**src/rtl/gsmc_pkg.sv**
```systemverilog
`default_nettype none
// ----------------------------------------------------------------------------
// gsmc_pkg: shared types, widths and helpers for the marker classifier
// Holds the fixed sizes of the file, sample and group maps, the register
// index codes of the configuration port and the small counting functions.
// ----------------------------------------------------------------------------
package gsmc_pkg;

  // Table sizes, fixed by the packing of the two map registers.
  localparam int FILES    = 16;
  localparam int SAMPLES  = 8;
  localparam int GROUPS   = 4;

  // Field widths.
  localparam int SIDX_W   = 3;                      // sample index per file
  localparam int GIDX_W   = 2;                      // group index per sample
  localparam int FRAC_W   = 9;                      // fractions in 1/256
  localparam int NF_W     = 5;                      // files_used register
  localparam int NS_W     = 4;                      // samples_used register
  localparam int NG_W     = 3;                      // groups_used register
  localparam int HIT_W    = $clog2(FILES + 1);      // files per sample
  localparam int SCNT_W   = $clog2(SAMPLES + 1);    // samples per group
  localparam int STHR_W   = FRAC_W + HIT_W;         // sample threshold
  localparam int GTHR_W   = FRAC_W + SCNT_W;        // group threshold
  localparam int FSMAP_W  = SIDX_W * FILES;
  localparam int SGMAP_W  = GIDX_W * SAMPLES;

  // Configuration port.
  localparam int CFG_IDX_W  = 3;
  localparam int CFG_DATA_W = FSMAP_W;

  // Register index codes.
  localparam logic [CFG_IDX_W-1:0] REG_FILE_SAMPLE_MAP  = 3'd0;
  localparam logic [CFG_IDX_W-1:0] REG_SAMPLE_GROUP_MAP = 3'd1;
  localparam logic [CFG_IDX_W-1:0] REG_FILES_USED       = 3'd2;
  localparam logic [CFG_IDX_W-1:0] REG_SAMPLES_USED     = 3'd3;
  localparam logic [CFG_IDX_W-1:0] REG_GROUPS_USED      = 3'd4;
  localparam logic [CFG_IDX_W-1:0] REG_SAMPLE_FRACTION  = 3'd5;
  localparam logic [CFG_IDX_W-1:0] REG_GROUP_FRACTION   = 3'd6;

  // Reset values of the registers.
  localparam logic [NF_W-1:0]   FILES_USED_RST      = 5'd16;
  localparam logic [NS_W-1:0]   SAMPLES_USED_RST    = 4'd8;
  localparam logic [NG_W-1:0]   GROUPS_USED_RST     = 3'd4;
  localparam logic [FRAC_W-1:0] SAMPLE_FRACTION_RST = 9'd154;
  localparam logic [FRAC_W-1:0] GROUP_FRACTION_RST  = 9'd256;

  // Tables derived from the configuration, used by the datapath stages.
  typedef struct packed {
    logic [SAMPLES-1:0][FILES-1:0]   sample_mask;  // used files of each sample
    logic [SAMPLES-1:0][STHR_W-1:0]  sample_thr;   // sample_fraction * size
    logic [GROUPS-1:0][SAMPLES-1:0]  group_mask;   // used samples of each group
    logic [GROUPS-1:0][GTHR_W-1:0]   group_thr;    // group_fraction * size
    logic [GROUPS-1:0]               group_used;
  } cfg_tables_t;

  // Number of set bits in a file vector.
  function automatic logic [HIT_W-1:0] count_files(input logic [FILES-1:0] v);
    logic [HIT_W-1:0] n;
    n = '0;
    for (int i = 0; i < FILES; i++) begin
      n = n + HIT_W'(v[i]);
    end
    return n;
  endfunction

  // Number of set bits in a sample vector.
  function automatic logic [SCNT_W-1:0] count_samples(input logic [SAMPLES-1:0] v);
    logic [SCNT_W-1:0] n;
    n = '0;
    for (int i = 0; i < SAMPLES; i++) begin
      n = n + SCNT_W'(v[i]);
    end
    return n;
  endfunction

endpackage
`default_nettype wire

```
**src/rtl/gsmc_cfg.sv**
```systemverilog
`default_nettype none
// ----------------------------------------------------------------------------
// gsmc_cfg: configuration registers and derived tables
// Holds the seven registers and turns them, through the table register,
// into per-sample file masks and thresholds and per-group sample masks and
// thresholds, so the datapath only counts hits and compares.
// ----------------------------------------------------------------------------
module gsmc_cfg (
  input  wire logic                            clk,
  input  wire logic                            rst,
  input  wire logic                            cfg_we,
  input  wire logic [gsmc_pkg::CFG_IDX_W-1:0]  cfg_index,
  input  wire logic [gsmc_pkg::CFG_DATA_W-1:0] cfg_data,
  output gsmc_pkg::cfg_tables_t                tables
);
  import gsmc_pkg::*;

  logic [FSMAP_W-1:0] file_sample_map;
  logic [SGMAP_W-1:0] sample_group_map;
  logic [NF_W-1:0]    files_used;
  logic [NS_W-1:0]    samples_used;
  logic [NG_W-1:0]    groups_used;
  logic [FRAC_W-1:0]  sample_fraction;
  logic [FRAC_W-1:0]  group_fraction;

  logic [NF_W-1:0]    nf;
  logic [NS_W-1:0]    ns;
  logic [NG_W-1:0]    ng;
  cfg_tables_t        tables_next;
  logic [SAMPLES-1:0] sample_nonempty;

  // Register writes; unknown indexes are ignored.
  always_ff @(posedge clk) begin
    if (rst) begin
      file_sample_map  <= '0;
      sample_group_map <= '0;
      files_used       <= FILES_USED_RST;
      samples_used     <= SAMPLES_USED_RST;
      groups_used      <= GROUPS_USED_RST;
      sample_fraction  <= SAMPLE_FRACTION_RST;
      group_fraction   <= GROUP_FRACTION_RST;
    end else if (cfg_we) begin
      case (cfg_index)
        REG_FILE_SAMPLE_MAP:  file_sample_map  <= cfg_data[FSMAP_W-1:0];
        REG_SAMPLE_GROUP_MAP: sample_group_map <= cfg_data[SGMAP_W-1:0];
        REG_FILES_USED:       files_used       <= cfg_data[NF_W-1:0];
        REG_SAMPLES_USED:     samples_used     <= cfg_data[NS_W-1:0];
        REG_GROUPS_USED:      groups_used      <= cfg_data[NG_W-1:0];
        REG_SAMPLE_FRACTION:  sample_fraction  <= cfg_data[FRAC_W-1:0];
        REG_GROUP_FRACTION:   group_fraction   <= cfg_data[FRAC_W-1:0];
        default: ;
      endcase
    end
  end

  // Counts saturate at the table sizes.
  assign nf = (files_used   > NF_W'(FILES))   ? NF_W'(FILES)   : files_used;
  assign ns = (samples_used > NS_W'(SAMPLES)) ? NS_W'(SAMPLES) : samples_used;
  assign ng = (groups_used  > NG_W'(GROUPS))  ? NG_W'(GROUPS)  : groups_used;

  // Derived tables: membership masks, sizes and thresholds.
  always_comb begin
    tables_next = '0;
    for (int s = 0; s < SAMPLES; s++) begin
      for (int i = 0; i < FILES; i++) begin
        tables_next.sample_mask[s][i] = (NF_W'(i) < nf) &&
            (file_sample_map[SIDX_W*i +: SIDX_W] == SIDX_W'(s)) &&
            ((NS_W+1)'(s) < (NS_W+1)'(ns));
      end
      sample_nonempty[s]         = |tables_next.sample_mask[s];
      tables_next.sample_thr[s]  = STHR_W'(sample_fraction) *
                                   STHR_W'(count_files(tables_next.sample_mask[s]));
    end
    for (int g = 0; g < GROUPS; g++) begin
      tables_next.group_used[g] = ((NG_W+1)'(g) < (NG_W+1)'(ng));
      for (int i = 0; i < SAMPLES; i++) begin
        tables_next.group_mask[g][i] = ((NS_W+1)'(i) < (NS_W+1)'(ns)) &&
            (sample_group_map[GIDX_W*i +: GIDX_W] == GIDX_W'(g)) &&
            tables_next.group_used[g];
      end
      // Only samples that own at least one used file count toward the size.
      tables_next.group_thr[g] = GTHR_W'(group_fraction) *
          GTHR_W'(count_samples(tables_next.group_mask[g] & sample_nonempty));
    end
  end

  always_ff @(posedge clk) begin
    tables <= tables_next;
  end

endmodule
`default_nettype wire

```
**src/rtl/gsmc_sample.sv**
```systemverilog
`default_nettype none
// ----------------------------------------------------------------------------
// gsmc_sample: per-sample hit count and pass test
// Counts the present files of each sample and compares hits * 256 against
// the sample's threshold; registers the pass and any-hit flags per sample.
// ----------------------------------------------------------------------------
module gsmc_sample (
  input  wire logic                         clk,
  input  wire logic                         en,
  input  wire logic [gsmc_pkg::FILES-1:0]   presence,
  input  wire gsmc_pkg::cfg_tables_t        tables,
  output logic [gsmc_pkg::SAMPLES-1:0]      sample_pass,
  output logic [gsmc_pkg::SAMPLES-1:0]      sample_hit
);
  import gsmc_pkg::*;

  logic [SAMPLES-1:0] sample_pass_next;
  logic [SAMPLES-1:0] sample_hit_next;
  logic [HIT_W-1:0]   hits [SAMPLES];

  // One counter and one compare per sample lane.
  always_comb begin
    for (int s = 0; s < SAMPLES; s++) begin
      hits[s]             = count_files(presence & tables.sample_mask[s]);
      sample_hit_next[s]  = |(presence & tables.sample_mask[s]);
      sample_pass_next[s] = ({1'b0, hits[s], 8'd0} >= (STHR_W+1)'(tables.sample_thr[s]));
    end
  end

  always_ff @(posedge clk) begin
    if (en) begin
      sample_pass <= sample_pass_next;
      sample_hit  <= sample_hit_next;
    end
  end

endmodule
`default_nettype wire

```
**src/rtl/gsmc_group.sv**
```systemverilog
`default_nettype none
// ----------------------------------------------------------------------------
// gsmc_group: per-group pass test and marker decision
// Counts the passing samples of each group against its threshold, checks
// that failing groups have no hits and that exactly one group passes, and
// registers the result beat.
// ----------------------------------------------------------------------------
module gsmc_group (
  input  wire logic                          clk,
  input  wire logic                          en,
  input  wire logic [gsmc_pkg::SAMPLES-1:0]  sample_pass,
  input  wire logic [gsmc_pkg::SAMPLES-1:0]  sample_hit,
  input  wire gsmc_pkg::cfg_tables_t         tables,
  output logic                               is_marker,
  output logic [gsmc_pkg::GIDX_W-1:0]        marker_group
);
  import gsmc_pkg::*;

  logic [GROUPS-1:0] group_pass;
  logic [GROUPS-1:0] group_spoiled;
  logic [SCNT_W-1:0] pass_cnt [GROUPS];
  logic              one_pass;
  logic [GIDX_W-1:0] found;
  logic              is_marker_next;

  // Group lanes: passing-sample count against threshold, hits of failures.
  always_comb begin
    for (int g = 0; g < GROUPS; g++) begin
      pass_cnt[g]      = count_samples(sample_pass & tables.group_mask[g]);
      group_pass[g]    = tables.group_used[g] &&
          ({1'b0, pass_cnt[g], 8'd0} >= (GTHR_W+1)'(tables.group_thr[g]));
      group_spoiled[g] = tables.group_used[g] && !group_pass[g] &&
          (|(sample_hit & tables.group_mask[g]));
    end
  end

  // Exactly one passing group and no failing group with hits.
  always_comb begin
    found = '0;
    for (int g = 0; g < GROUPS; g++) begin
      if (group_pass[g]) begin
        found = GIDX_W'(g);
      end
    end
    one_pass       = (group_pass != '0) && ((group_pass & (group_pass - 1'b1)) == '0);
    is_marker_next = one_pass && (group_spoiled == '0);
  end

  always_ff @(posedge clk) begin
    if (en) begin
      is_marker    <= is_marker_next;
      marker_group <= is_marker_next ? found : '0;
    end
  end

endmodule
`default_nettype wire

```
**src/rtl/group_specific_marker_classifier_top.sv**
```systemverilog
`default_nettype none
// ----------------------------------------------------------------------------
// group_specific_marker_classifier_top: marker classifier for presence rows
// Each input beat is a file presence bitmap; each output beat says whether
// the item is specific to exactly one group and which group that is.
//
// Channels: s_axis carries presence_bits in tdata. m_axis carries is_marker
// in tuser and marker_group in tdata. The configuration port writes one
// register per cycle when cfg_we is high; write only while the block is
// empty. The derived tables follow a write through the configuration
// register and the table register. Pipeline: an accepted input beat
// passes the input register, the sample stage register and the output
// register. Throughput: one beat per cycle while m_axis_tready is high;
// each stage holds one beat and loads when it is empty or its beat moves on.
// Stalls: when m_axis_tready is low the output register holds its beat,
// earlier stages keep filling their empty slots, and s_axis_tready drops
// only once all three stages are full.
// Reset: rst empties the pipeline and returns the registers to their
// default values.
// ----------------------------------------------------------------------------
module group_specific_marker_classifier_top (
  input  wire logic                            clk,
  input  wire logic                            rst,
  input  wire logic                            s_axis_tvalid,
  output logic                                 s_axis_tready,
  input  wire logic [15:0]                     s_axis_tdata,  // [15:0] presence_bits
  output logic                                 m_axis_tvalid,
  input  wire logic                            m_axis_tready,
  output logic [7:0]                           m_axis_tdata,  // [1:0] marker_group, zero fill
  output logic                                 m_axis_tuser,  // [0] is_marker
  input  wire logic                            cfg_we,
  input  wire logic [gsmc_pkg::CFG_IDX_W-1:0]  cfg_index,
  input  wire logic [gsmc_pkg::CFG_DATA_W-1:0] cfg_data
);
  import gsmc_pkg::*;

  cfg_tables_t        tables;
  logic [FILES-1:0]   presence;
  logic [SAMPLES-1:0] sample_pass;
  logic [SAMPLES-1:0] sample_hit;
  logic               is_marker;
  logic [GIDX_W-1:0]  marker_group;
  logic               in_valid;
  logic               mid_valid;
  logic               out_valid;
  logic               in_en;
  logic               mid_en;
  logic               out_en;

  gsmc_cfg u_cfg (
    .clk       (clk),
    .rst       (rst),
    .cfg_we    (cfg_we),
    .cfg_index (cfg_index),
    .cfg_data  (cfg_data),
    .tables    (tables)
  );

  // Pipeline advance: a stage loads when it is empty or its beat moves on.
  assign out_en        = !out_valid || m_axis_tready;
  assign mid_en        = !mid_valid || out_en;
  assign in_en         = !in_valid  || mid_en;
  assign s_axis_tready = in_en;

  always_ff @(posedge clk) begin
    if (rst) begin
      in_valid  <= 1'b0;
      mid_valid <= 1'b0;
      out_valid <= 1'b0;
    end else begin
      if (in_en) begin
        in_valid <= s_axis_tvalid;
      end
      if (mid_en) begin
        mid_valid <= in_valid;
      end
      if (out_en) begin
        out_valid <= mid_valid;
      end
    end
  end

  // Input register.
  always_ff @(posedge clk) begin
    if (in_en) begin
      presence <= s_axis_tdata[FILES-1:0];
    end
  end

  gsmc_sample u_sample (
    .clk         (clk),
    .en          (mid_en),
    .presence    (presence),
    .tables      (tables),
    .sample_pass (sample_pass),
    .sample_hit  (sample_hit)
  );

  gsmc_group u_group (
    .clk          (clk),
    .en           (out_en),
    .sample_pass  (sample_pass),
    .sample_hit   (sample_hit),
    .tables       (tables),
    .is_marker    (is_marker),
    .marker_group (marker_group)
  );

  // Output beat.
  assign m_axis_tvalid = out_valid;
  assign m_axis_tuser  = is_marker;
  assign m_axis_tdata  = {{(8 - GIDX_W){1'b0}}, marker_group};

  // A non-marker result always reports group zero.
  assert property (@(posedge clk) disable iff (rst)
    (m_axis_tvalid && !m_axis_tuser) |-> (m_axis_tdata == 8'd0))
    else $error("non-marker result with nonzero group");

  // An accepted input beat occupies the input stage on the next cycle.
  assert property (@(posedge clk) disable iff (rst)
    (s_axis_tvalid && s_axis_tready) |=> in_valid)
    else $error("accepted beat lost at input stage");

  // With the output stalled, a beat in the sample stage stays there.
  assert property (@(posedge clk) disable iff (rst)
    (mid_valid && out_valid && !m_axis_tready) |=> mid_valid)
    else $error("sample stage beat dropped during stall");

endmodule
`default_nettype wire
```
**config.mk**
```make
export PLATFORM = sky130hd
export DESIGN_NAME = group_specific_marker_classifier_top
export DESIGN_NICKNAME = d
export VERILOG_FILES = /design/src/rtl/gsmc_pkg.sv /design/src/rtl/gsmc_cfg.sv /design/src/rtl/gsmc_sample.sv /design/src/rtl/gsmc_group.sv /design/src/rtl/group_specific_marker_classifier_top.sv
export SDC_FILE = /design/constraint.sdc
export NUM_CORES = 2
export LEC_CHECK = 0
export CORE_MARGIN = 2
export CORE_UTILIZATION = 45
export CTS_CLUSTER_DIAMETER = 40
export DETAILED_ROUTE_END_ITERATION = 8
export DONT_BUFFER_PORTS = 1
export HOLD_SLACK_MARGIN = 0.05
export PLACE_DENSITY = 0.61
export SLEW_MARGIN = 20
export SYNTH_ARGS = -nofsm -noshare
export SYNTH_HDL_FRONTEND = slang
export SYNTH_SLANG_ARGS = --single-unit
```
**constraint.sdc**
```tcl
create_clock -name clk -period 11.9 [get_ports clk]
set_input_delay 1.785 -clock clk [delete_from_list [all_inputs] [get_ports clk]]
set_output_delay 1.785 -clock clk [all_outputs]
set_load 0.01 [all_outputs]
```
# == Word-level counts from Yosys, hierarchy flattened ==
# Cells that the tools add are included.
# totals
ff_bits,460
elab_cells,960
inputBits,72
output_inout_bits,11
# classes
addsub,297
multipliers,12
n_mux,6
n_eq_ne,142
order_cmp,43
reduce_logical,399
n_bitwise,21
# op_table
cell,count
$add A5 B1 Y5,224
$logic_and A1 B1 Y1,334
$reduce_or A16 Y1,16
$eq A3 B3 Y1 const B,67
$add A4 B1 Y4,48
$and A16 B16 Y16,8
$ge A13 B14 Y1,8
$mul A9 B5 Y14,8
$eq A3 B2 Y1 const B,34
$and A8 B8 Y8,12
$ge A12 B13 Y1,4
$mul A9 B4 Y13,4
$eq A3 B1 Y1 const B,17
$logic_not A3 Y1,17
$add A1 B1 Y2,24
$lt A4 B5 Y1 const A,8
$eq A2 B2 Y1 const B,16
$reduce_or A8 Y1,4
$lt A3 B5 Y1 const A,4
$eq A2 B1 Y1 const B,8
$logic_not A2 Y1,8
$lt A3 B4 Y1 const A,4
$reduce_and A2 Y1,7
$lt A1 B5 Y1 const A,2
other kinds (19),34

# == Logic depth before layout (Yosys ltp) ==
# logic_depth
word_depth,21
mapped_depth,34
depth_no_buf,32

# == Cells and area by module ==
# Synthesis repeated with hierarchy kept, for this count alone.
# unflattened
cells_unflattened,4361
hier_area_um2,39267.7
# modules_own_cells
module,area_each_um2,instances,seq_area_each_um2,cells_each
gsmc_cfg,31370.1,1,8448.1,3512
gsmc_sample,5604.1,1,480.5,617
gsmc_group,1655.3,1,90.1,197
group_specific_marker_classifier_top,638.1,1,540.5,35

# == Worst setup path before layout ==
# No wires, ideal clock.
# synth_timing
path_kind,register to register
startpoint,reg u_cfg.samples_used[3]
endpoint,reg u_cfg.tables[126] (netlist name)
stages_incl_launch_ff,27
setup_ps,122
path_buffers,2
period_less_slack_ps,8197
t_required_ps,11778
slack_ps,3703
arrival_time_ps,8076
cell_sequence,dfxtp_1 -> buf_2 -> or2_1 -> clkbuf_1 -> a21oi_1 -> or3_1 -> ha_1 -> inv_1 -> fa_1 -> fa_1 -> fa_1 -> fa_1 -> fa_1 -> fa_1 -> xnor2_1 -> nand2_1 -> fa_1 -> fa_1 -> fa_1 -> inv_1 -> ha_1 -> a21o_1 -> a21oi_1 -> o21bai_1 -> a2111oi_0 -> nor2_1 -> xor2_1
# synth_lines
item,line_no,rtl
"start, declared",gsmc_cfg.sv:21,logic [NS_W-1:0] samples_used;
"start signal, assigned",gsmc_cfg.sv:47,REG_SAMPLES_USED: samples_used <= cfg_data[NS_W-1:0];

==> results_dict.tcl <==
set metrics [dict create \
    area_growth_pct 11.2 \
    grt_pass1_vias 30100 \
    setup_violations 0 \
    dpl.hpwl_um 84900 \
    drive_above_1_share_pct 4.73 \
    fin_crit_sh_pct 79.1 \
    yosysWarnings 0 \
    timing.rr.start "u_cfg.files_used[3]" \
    wl_met3_um 5270 \
    ys_types 83 \
    hold_end "m_axis_tvalid" \
    power_density_mw_per_mm2 159 \
    track_usage_pct 24.2 \
    cts_max_level 3 \
    ys_ff_latch 460 \
    gp_congestion 1.01 \
    drc 0 \
    end_kind "register" \
    post-route-util_pct 50.3 \
    met2_length_um 51400 \
    r2r_slack_ps 2480 \
    synth_area_per_cell_um2 8.97 \
    clockBufferDepth 3 \
    outcome "completed" \
    grt_pass1_wl_um 171000 \
    core_area_mm2 0.0881 \
    syn_inst 4446 \
    fmaxAchievable_mhz 106 \
    antenna_cells 0 \
    std_cell_rows 109 \
    path_clk_slew_ps 50 \
    clk_latency_ps 660 \
    ys.flop_type "dfxtp_1" \
    antenna_found_initial 0 \
    highest_layer "met4" \
    yosysSeqAreaShare_pct 24.0 \
    fin_nets 5373 \
    p_int_w 0.00461 \
    worst_path_largest_cell_delay_ps 890 \
    clock_skew_ps 30.5 \
    post_cts_buffers 0 \
    synth-edff-count 35 \
    startpoint_type "register" \
    required_ps 12450 \
    max_cap_violations 0 \
    dr.pass1.iters 6 \
    numCtsBuffers 89 \
    finalMaxSlewViolations 0 \
    worstMarginPinSlew_ps 1310 \
    dieHeight_um 302 \
    drt_wl_total_um 108000 \
    swShare_pct 34.5 \
    clock_power_share_pct 38.5 \
    dr.first_iter.drc_count 1830 \
    root_buffer "clkbuf_16" \
    route.detailed.wl_per_inst_um 18.9 \
    crit_top_cell "fa_1" \
    critPathBufInv 3 \
    setup_tns_ps 0 \
    finalCriticalPeriod_ps 9420 \
    syn_area_mm2 0.0399 \
    criticalPathCategory "reg -> reg" \
    hold_path.class "reg -> reg" \
    crit_family "adder cells" \
    async_flop_share_pct 0 \
    p_switching_w 0.00243 \
    fillCellCount 8377 \
    cp.arrival_ps 9970 \
    vias_per_cell 5.22 \
    port_buffers 0 \
    r2r_cells 26 \
    cts_tree "built" \
    grt.overflow.total 0 \
    grt_setup_unrepaired "no" \
    peakVddDrop_mv 0.640 \
    cts_hold_buffers 0 \
    initial_utilization_pct 45.2 \
    die-area_mm2 0.0910 \
    die_w_um 302 \
    relSlewSlack_pct 11.5 \
    final_antenna_net_count 0 \
    timing.rr.end "u_cfg.tables[198]" \
    seq_power_share_pct 25.0 \
    holdPathStages 2 \
    ctsResizeCount 0 \
    hold_start "mid_valid" \
    pwr-share-comb_pct 36.5 \
    cts_sinks 460 \
    slowest_stage "dfxtp_1" \
    wl_met1_um 46600 \
    worstPathMaxFanout 21 \
    ios 83 \
    vias 29700 \
    p_leak_nw 21.6 \
    grt_start_max_net_pins 91 \
    hold_viol 0 \
]
-- tightest hold or removal path, cell delays in order (launching register included) --
cell and delay (ps):
dfxtp_1 320, nor2_1 50, nor2_1 60
-- power by group through the flow --
stage,Combinational (W),Sequential [W],Clock [W]
floorplan,0.00203,0.00174,0
global placement,0.00253,0.00179,0
detailed placement,0.00258,0.00179,0
CTS,0.00261,0.00176,0.00275
global route,0.00299,0.00176,0.00282
finish,0.00257,0.00176,0.00271
-- registers in the layout, summed over array words and instances, names as in the netlist --
name and count:
u_group.is_marker 1, u_group.marker_group 2, u_cfg.group_fraction 9, presence 16, mid_valid 1, u_sample.sample_pass 8, in_valid 1, u_cfg.samples_used 4
u_cfg.files_used 5, u_cfg.sample_fraction 9, u_cfg.tables 328, u_cfg.sample_group_map 16, u_cfg.groups_used 3, u_sample.sample_hit 8, m_axis_tvalid 1, u_cfg.file_sample_map 48
-- through the flow --
stage	power (W)	worst slack (ps)	area [µm²]	hold WS, ps	cells
final	0.00704	2480	44300	451	5690
after global routing	0.00758	1860	44300	492	5690
after CTS	0.00711	2550	44300	439	5690
after detailed placement	0.00437	2600	41000	457	5523
after global placement	0.00432	2740	41000	446	5523
after floorplan	0.00377	3700	39900	432	4451
-- worst max-delay path by stage --
stage,slack (ps),cells after the start,to,startpoint
after global routing,1860,26,u_cfg.tables[198],u_cfg.files_used[3]
after global placement,2740,26,u_cfg.tables[184],u_cfg.files_used[3]
final,2480,26,u_cfg.tables[198],u_cfg.files_used[3]
after detailed placement,2600,26,u_cfg.tables[198],u_cfg.files_used[3]
after floorplan,3700,26,u_cfg.tables[126],u_cfg.samples_used[3]
after CTS,2550,26,u_cfg.tables[198],u_cfg.files_used[3]
-- metal layers --
| metal | vias up | global-route usage, % |
|---|---|---|
| met4 | 0 | 9.18 |
| met2 | 704 | 40.7 |
| met1 | 14400 | 31.2 |
| met3 | 256 | 3.83 |
| met5 | - | 0 |
| li1 | 14300 | - |
-- placed cells by master (no fill, tap or decap), types with 13 or more instances in the layout --
cell / count
edfxtp_1: 35
a21oi_1: 190
or3_1: 45
nand2_1: 470
nand2b_1: 146
a21o_1: 40
nand4_1: 45
a211oi_1: 23
o21ai_0: 36
buf_4: 24
xnor2_1: 110
dfxtp_1: 425
nor2_1: 147
a31oi_1: 13
nor3_1: 85
nor2b_1: 213
clkbuf_16: 94
nand3b_1: 18
fa_1: 416
nand3_1: 69
and2_1: 276
ha_1: 436
nor4_1: 35
o21a_1: 37
or2_2: 13
a22oi_1: 16
xor2_1: 28
inv_1: 741
-- cell type report --
type	instances	area (µm²)	area share, %
clock inverters	50	727	1.64
clock buffers	117	2550	5.75
well taps	1165	1460	3.29
repair buffers	24	180	0.407
flip-flops and latches	460	9560	21.6
multi-input cells	3128	27000	61.0
inverters	746	2800	6.32
-- cell usage after synthesis, types with 13 or more instances --
cell      count  area (µm²)
inv_1       741        2780
nand2_1     470        1760
ha_1        436        5460
dfxtp_1     425        8510
fa_1        416        8330
and2_1      276        1730
nor2b_1     213        1330
a21oi_1     190         951
nor2_1      147         552
nand2b_1    146         913
xnor2_1     110         963
clkbuf_1     97         364
nor3_1       86         430
nand3_1      69         345
nand4_1      45         282
or3_1        45         282
a21o_1       40         300
o21a_1       37         278
o21ai_0      36         180
edfxtp_1     35        1050
nor4_1       35         219
xor2_1       28         245
a211oi_1     23         173
nand3b_1     18         135
a22oi_1      16         120
a31oi_1      13        81.3
or2_2        13        81.3
-- kinds of logic after synthesis --
group / after synthesis / synth area share [%]
AOI/OAI and AO/OA: 478 / 7.95
xor gates and xnor gates: 138 / 3.03
adders and majority gates: 852 / 34.6
buffers and inverters: 863 / 8.28
DFF: 460 / 24.0
muxes: 12 / 0.301
other: 1 / 0.00941
and+or+nand+nor: 1642 / 21.9
Note: power is estimated with default switching activity, not from simulation.
